### config.mk
export PLATFORM = sky130hd
export DESIGN_NAME = qfh_fifo
export DESIGN_NICKNAME = d
export VERILOG_FILES = /design/src/hw/rtl/qfh_pkg.sv /design/src/hw/rtl/qfh_fifo.sv
export SDC_FILE = /design/constraint.sdc
export NUM_CORES = 1
export LEC_CHECK = 0
export BUFFER_PORTS_ARGS = -buffer_cell sky130_fd_sc_hd__buf_2
export CORE_MARGIN = 2
export CORE_UTILIZATION = 45
export DETAILED_ROUTE_END_ITERATION = 8
export PLACE_DENSITY_LB_ADDON = 0.05
export SLEW_MARGIN = 20
export SYNTH_ARGS = -nofsm -noshare
export SYNTH_HDL_FRONTEND = slang
export SYNTH_SLANG_ARGS = --single-unit
### constraint.sdc
create_clock -name clk -period 6.3 [get_ports clk]
set_input_delay 1.89 -clock clk [delete_from_list [all_inputs] [get_ports clk]]
set_output_delay 1.89 -clock clk [all_outputs]
set_load 0.005 [all_outputs]
### src/hw/rtl/qfh_pkg.sv
// qfh_pkg: shared constants, types and the CORDIC angle table for the
// ENU/FLU to NED/FRD attitude converter. No dependencies.
package qfh_pkg;

  localparam int QUAT_FRAC_BITS    = 14;
  localparam int HEADING_FRAC_BITS = 6;
  localparam int ANG_FRAC_BITS     = 16;
  localparam int CORDIC_STEPS      = 17;
  localparam int CUT_BITS          = 30;
  localparam int V_W               = 40;   // branch vector component width
  localparam int FIFO_DEPTH        = 4;
  localparam int IN_W              = 64;
  localparam int OUT_W             = 80;

  typedef logic signed [V_W-1:0] vcomp_t;

  typedef struct packed {
    vcomp_t z;
    vcomp_t y;
    vcomp_t x;
    vcomp_t w;
  } qvec_t;

  typedef struct packed {
    logic full;
    logic empty;
  } fifo_stat_t;

  // atan(2^-i) in units of 2^-16 degree
  function automatic logic signed [26:0] atan_step(input int unsigned i);
    logic signed [26:0] a;
    case (i)
      0:       a = 27'sd2949120;
      1:       a = 27'sd1740967;
      2:       a = 27'sd919879;
      3:       a = 27'sd466945;
      4:       a = 27'sd234379;
      5:       a = 27'sd117304;
      6:       a = 27'sd58666;
      7:       a = 27'sd29335;
      8:       a = 27'sd14668;
      9:       a = 27'sd7334;
      10:      a = 27'sd3667;
      11:      a = 27'sd1833;
      12:      a = 27'sd917;
      13:      a = 27'sd458;
      14:      a = 27'sd229;
      15:      a = 27'sd115;
      16:      a = 27'sd57;
      default: a = 27'sd0;
    endcase
    return a;
  endfunction

endpackage

### src/hw/rtl/qfh_fifo.sv
// qfh_fifo: short queue of branch vectors between front and back.
// Depends on qfh_pkg.
module qfh_fifo #(
  parameter int DEPTH = qfh_pkg::FIFO_DEPTH
) (
  input  logic                clk,
  input  logic                rst,
  input  logic                push,
  input  qfh_pkg::qvec_t      push_data,
  input  logic                pop,
  output qfh_pkg::qvec_t      pop_data,
  output qfh_pkg::fifo_stat_t stat
);

  localparam int AW = (DEPTH > 1) ? $clog2(DEPTH) : 1;
  localparam int CW = $clog2(DEPTH + 1);

  qfh_pkg::qvec_t mem [DEPTH];
  logic [AW-1:0]  wptr, rptr;
  logic [CW-1:0]  cnt;

  assign pop_data   = mem[rptr];
  assign stat.full  = (cnt == CW'(DEPTH));
  assign stat.empty = (cnt == '0);

  always_ff @(posedge clk) begin
    if (push) begin
      mem[wptr] <= push_data;
    end
  end

  always_ff @(posedge clk) begin
    if (rst) begin
      wptr <= '0;
      rptr <= '0;
      cnt  <= '0;
    end else begin
      if (push) begin
        wptr <= (wptr == AW'(DEPTH - 1)) ? '0 : wptr + 1'b1;
      end
      if (pop) begin
        rptr <= (rptr == AW'(DEPTH - 1)) ? '0 : rptr + 1'b1;
      end
      case ({push, pop})
        2'b10:   cnt <= cnt + 1'b1;
        2'b01:   cnt <= cnt - 1'b1;
        default: cnt <= cnt;
      endcase
    end
  end

  a_no_overflow: assert property (@(posedge clk) disable iff (rst)
    push |-> !stat.full) else $error("push into full queue");

  a_no_underflow: assert property (@(posedge clk) disable iff (rst)
    pop |-> !stat.empty) else $error("pop from empty queue");

  a_cnt_up: assert property (@(posedge clk) disable iff (rst)
    (push && !pop) |=> cnt == $past(cnt) + 1'b1) else $error("count lost a push");

  a_cnt_down: assert property (@(posedge clk) disable iff (rst)
    (pop && !push) |=> cnt == $past(cnt) - 1'b1) else $error("count lost a pop");

endmodule

Word-level counts from Yosys, hierarchy flattened. Memories as Yosys holds them, arrays and structs flattened. A register that Yosys moved wholly into a read port is not among the register bits. Cells that the tools add are included.

Flip-flop bits (word level): 7. Output and inout bits: 162. Memory bits (writable): 640. Bits in latches: 0. Bits of input ports: 164. Memory bits (read-only): 0. Memories kept: 1. Logic and storage cells: 22.

Divide/modulo/power cells: 0. Add/subtract/negate cells: 4. $lt $le $gt $ge: 0. Mux-type cells: 7. Eq/ne operators: 5. Multiply operators: 0. Reductions and logical operators: 2. Bitwise operators: 0. Shift operators: 0.

Memories: mem (depth 4, width 160, rd ports 1, clocked after memory_dff 1, write ports 1, line qfh_fifo.sv:18) `qfh_pkg::qvec_t mem [DEPTH];`.

Operators by type and width (number): two-way mux 2 bit (4); equality test 2 bit, second input constant (3); case mux 3 bit (2 select lines) (1); adder 2 x 1 -> 2 bit, second input constant (2); adder 3 x 1 -> 3 bit, second input constant (1); equality test 3 bit, second input constant (1); logical NOT 3 bit (1); subtractor 3 x 1 -> 3 bit, second input constant (1); equality test 2 x 1 -> 1 bit, second input constant (1); two-way mux 1 bit (2); nonzero test 2 bit (1).

Longest topological paths before layout.
Depth in word-level cells: 4. Gate-level depth with buffers: 7. Mapped depth without buffers: 7.

Least setup slack after synthesis. No wires, ideal clock.

Path type: input to register. From: input port push. To: memory mem[0][0] (netlist bit) (enable). Data required time: 5.762 ns. Buffers on the path: 0. Path slack: 0.225 ns. Stages on the path: 1. Data arrival time: 5.536 ns. Cells stage by stage: and2_1.

Word-level cells in the longest chain between the ends: 2.

RTL lines: from (decl) (line qfh_fifo.sv:8) `input logic push,`; two-way mux 1 bit (line qfh_fifo.sv:27) `if (push) begin`; two-way mux 1 bit (implied by the code) (line qfh_fifo.sv:28) `mem[wptr] <= push_data;`; to (decl) (line qfh_fifo.sv:18).

No other way between the ends.

==> impl_metrics.toml <==
[setup_path]
rr_worst_depth = 4
critPathMaxStageDelay_ps = 900
critPathKind = "reg -> out"
rr_startpoint = "wptr[0]$_SDFFE_PP0P_"
cp_cell_sequence = "buf_4 > mux4_2 > buf_2"
cp-start-kind = "flop"
r2r_end = "mem[0][105]$_DFFE_PP_"
r2r_setup_slack_ps = 4150
crit_arrival_ps = 2730
worst_setup_path_end_kind = "output port"
crit_fanout = 38
cp_slowest_cell = "dfxtp_4"
cp.required_ps = 4410
endpoint = "pop_data[44]"

[cts]
htree_levels = 3
post_cts_resized = 0
cts_sinks = 649
cts_buffer_depth = 3
clk_root_buffer_cell = "clkbuf_16"
numCtsBuffers = 68
cts_tree = "yes"
clk_pin_slew_worst_paths_ps = 60
clk_latency_ps = 580
cts_setup_buffers = 0
cts_hold_buffers = 0

[logic_synthesis]
ys_seq_area_frac = 0.825
async_flop_share = 0
synth_top_cell_by_area = "edfxtp_1"
synth.top_cell.area_share = 0.817
postSynthAreaPerCell_sq_um = 26.6
ys_top_cells_by_area = "edfxtp_1 82%, mux4_2 15%, dfxtp_1 0.77%, buf_6 0.53%, buf_2 0.40%"
postSynthCellCount = 884
syn_nets = 1055
synth.distinct_cells = 19
ys.flop_type = "edfxtp_1"
ys_ff_latch = 649
yosys_warnings = 0
syn_area_sq_um = 23500
synth_edf_count = 640

[hold_path]
min_path_type = "reg -> reg"

[detailed_routing]
viasPerCell = 5.26
drt-initial-drc-count = 664
met2_length_mm = 23.2
wire_per_inst_um = 23.8
postRouteAntennaNets = 0
wirelength_mm = 47.6
drt-pass1-iter-count = 4
vias = 10500
drcViolationCount = 0
maxUsedRoutingLayer = "met5"
wl_met3_mm = 4.04
wl_met1_mm = 19.2

[placement]
port_buffers = 325
hpwl_mm = 28.4
gp_congestion = 0.710
place_area_sq_um = 26000

[final_layout]
syn_to_final_growth_pct = 19.8
final_nets = 1433
n_fill_cell = 4015
seqCellArea_sq_um = 19400
layout-drive-gt1-share = 0.458
multi_input_area_sq_um = 3850
fin_util = 0.547
final_area_sq_um = 28200

[global_route]
antenna_found_initial = 17
grt_max_degree = 80
grt_usage = 0.179
grt-ovfl-total = 0
grt_pass1_wl_mm = 70.8
grt_pass1_vias = 11100

[floorplanning]
core_area_sq_um = 51500
fp.dieW_um = 233
num_rows = 83
start_util = 0.456
die_area_sq_um = 54100
pin_count = 326
die_h_um = 233

[timing]
maxSlewViolCount = 0
rsz0062_at_grt = "false"
fin_crit_sh = 0.733
setup_tns_ps = 0
slew_headroom = 0.442
setup_violations = 0
max_freq_mhz = 217
layout_min_cycle_time_ps = 4620
hold_viol = 0
tightest_slew_ps = 837
finalClockSkew_ps = 16.1

[pwr]
p_comb_frac = 0.073
swShare = 0.207
p_clk_frac = 0.402
vdd_drop_max_mv = 0.293
power_density_nw_per_um2 = 338
power.leakage_nw = 9.41
switchingPower_mw = 1.97
p_int_mw = 7.54
seqPwrFrac = 0.524

[job]
maxCapViolCount = 0

[outcome]
outcome = "complete, no violations"
-- layer usage --
layer | track usage | vias to the layer above
li1 | - | 4615
met1 | 0.236 | 5520
met2 | 0.278 | 283
met3 | 0.0692 | 90
met4 | 0.0518 | 16
met5 | 0 | -
-- cells in the final DEF (no fill, tap or decap), drive strengths merged --
master and n:
edfxtp 640, buf 344, mux4 160, clkbuf 98
clkinv 16, diode 9, inv 9, dfxtp 9
nor2 7, ha 6, and2 4, a21oi 4
bufinv 3, xor2 2, nor3b 2, mux2i 2
and3 1, nor3 1, o21ai 1, or3 1
fa 1, clkinvlp 1
-- worst max-delay path, delay by kind of cell, from the launching register on --
family	cells	cell delay, ps
flops	1	900
buf+inv	2	640
mux	1	590
-- per-stage QoR --
| step | hold slack (ps) | power, mW | cells | setup slack (ps) |
|---|---|---|---|---|
| 2_1_floorplan | 461 | 5.45 | 884 | 225 |
| 3_3_place_gp | 493 | 5.79 | 1872 | 2170 |
| 3_5_place_dp | 498 | 5.80 | 1872 | 2160 |
| 4_1_cts | 512 | 9.64 | 1992 | 1510 |
| 5_1_grt | 558 | 9.87 | 1995 | 1420 |
| 6_report | 514 | 9.51 | 2001 | 1680 |
-- area by class of cell --
type / count / area share
clock inverters: 22 / 0.00649
diodes: 9 / 0.000800
well taps: 680 / 0.0302
repair buffers: 344 / 0.0659
inverters: 7 / 0.000933
multi-input cells: 192 / 0.137
flip-flops and latches: 649 / 0.689
clock buffers: 98 / 0.0695
-- power by group through the flow --
stage	Combinational (mW)	Clock [mW]	Sequential, mW
floorplan	0.384	0	5.07
global placement	0.715	0	5.07
detailed placement	0.721	0	5.08
CTS	0.723	3.93	4.99
global route	0.765	4.11	5.00
finish	0.698	3.83	4.98
-- how the worst min path moves through the flow --
stage	from	endpoint	slack, ps	depth (start not counted)
floorplan	cnt[2]$_SDFFE_PP0P_	cnt[2]$_SDFFE_PP0P_	460	2
global placement	cnt[2]$_SDFFE_PP0P_	cnt[2]$_SDFFE_PP0P_	490	2
detailed placement	cnt[2]$_SDFFE_PP0P_	cnt[2]$_SDFFE_PP0P_	500	2
CTS	cnt[2]$_SDFFE_PP0P_	cnt[2]$_SDFFE_PP0P_	510	2
global route	cnt[2]$_SDFFE_PP0P_	cnt[2]$_SDFFE_PP0P_	560	2
finish	cnt[2]$_SDFFE_PP0P_	cnt[2]$_SDFFE_PP0P_	510	2
-- sequential cells by signal, indices dropped and copies added, names as in the netlist, named ones only --
name	cells
rptr	2
mem	640
cnt	3
wptr	2
-- kinds of logic (layout without fill, tap and decap cells) --
logic type / Yosys count / count (layout) / synth area share
flip-flops: 649 / 649 / 0.825
multiplexers: 162 / 162 / 0.154
buffers and inverters: 43 / 471 / 0.0114
AND/OR/NAND/NOR: 16 / 16 / 0.00357
adder cells (fa/ha/maj): 7 / 7 / 0.00404
AO/OA/AOI/OAI: 5 / 5 / 0.00106
XOR/XNOR: 2 / 2 / 0.000745
other: 0 / 9 / 0
-- cell usage after synthesis, types with 2 or more instances --
library cell / n
ha_1: 6
clkbuf_1: 6
mux4_2: 160
edfxtp_1: 640
buf_2: 19
dfxtp_1: 9
inv_1: 7
xor2_1: 2
nor2_1: 7
buf_6: 11
a21oi_1: 4
nor3b_1: 2
mux2i_1: 2
and2_1: 4
No activity file was read; power rests on OpenSTA's default activity.
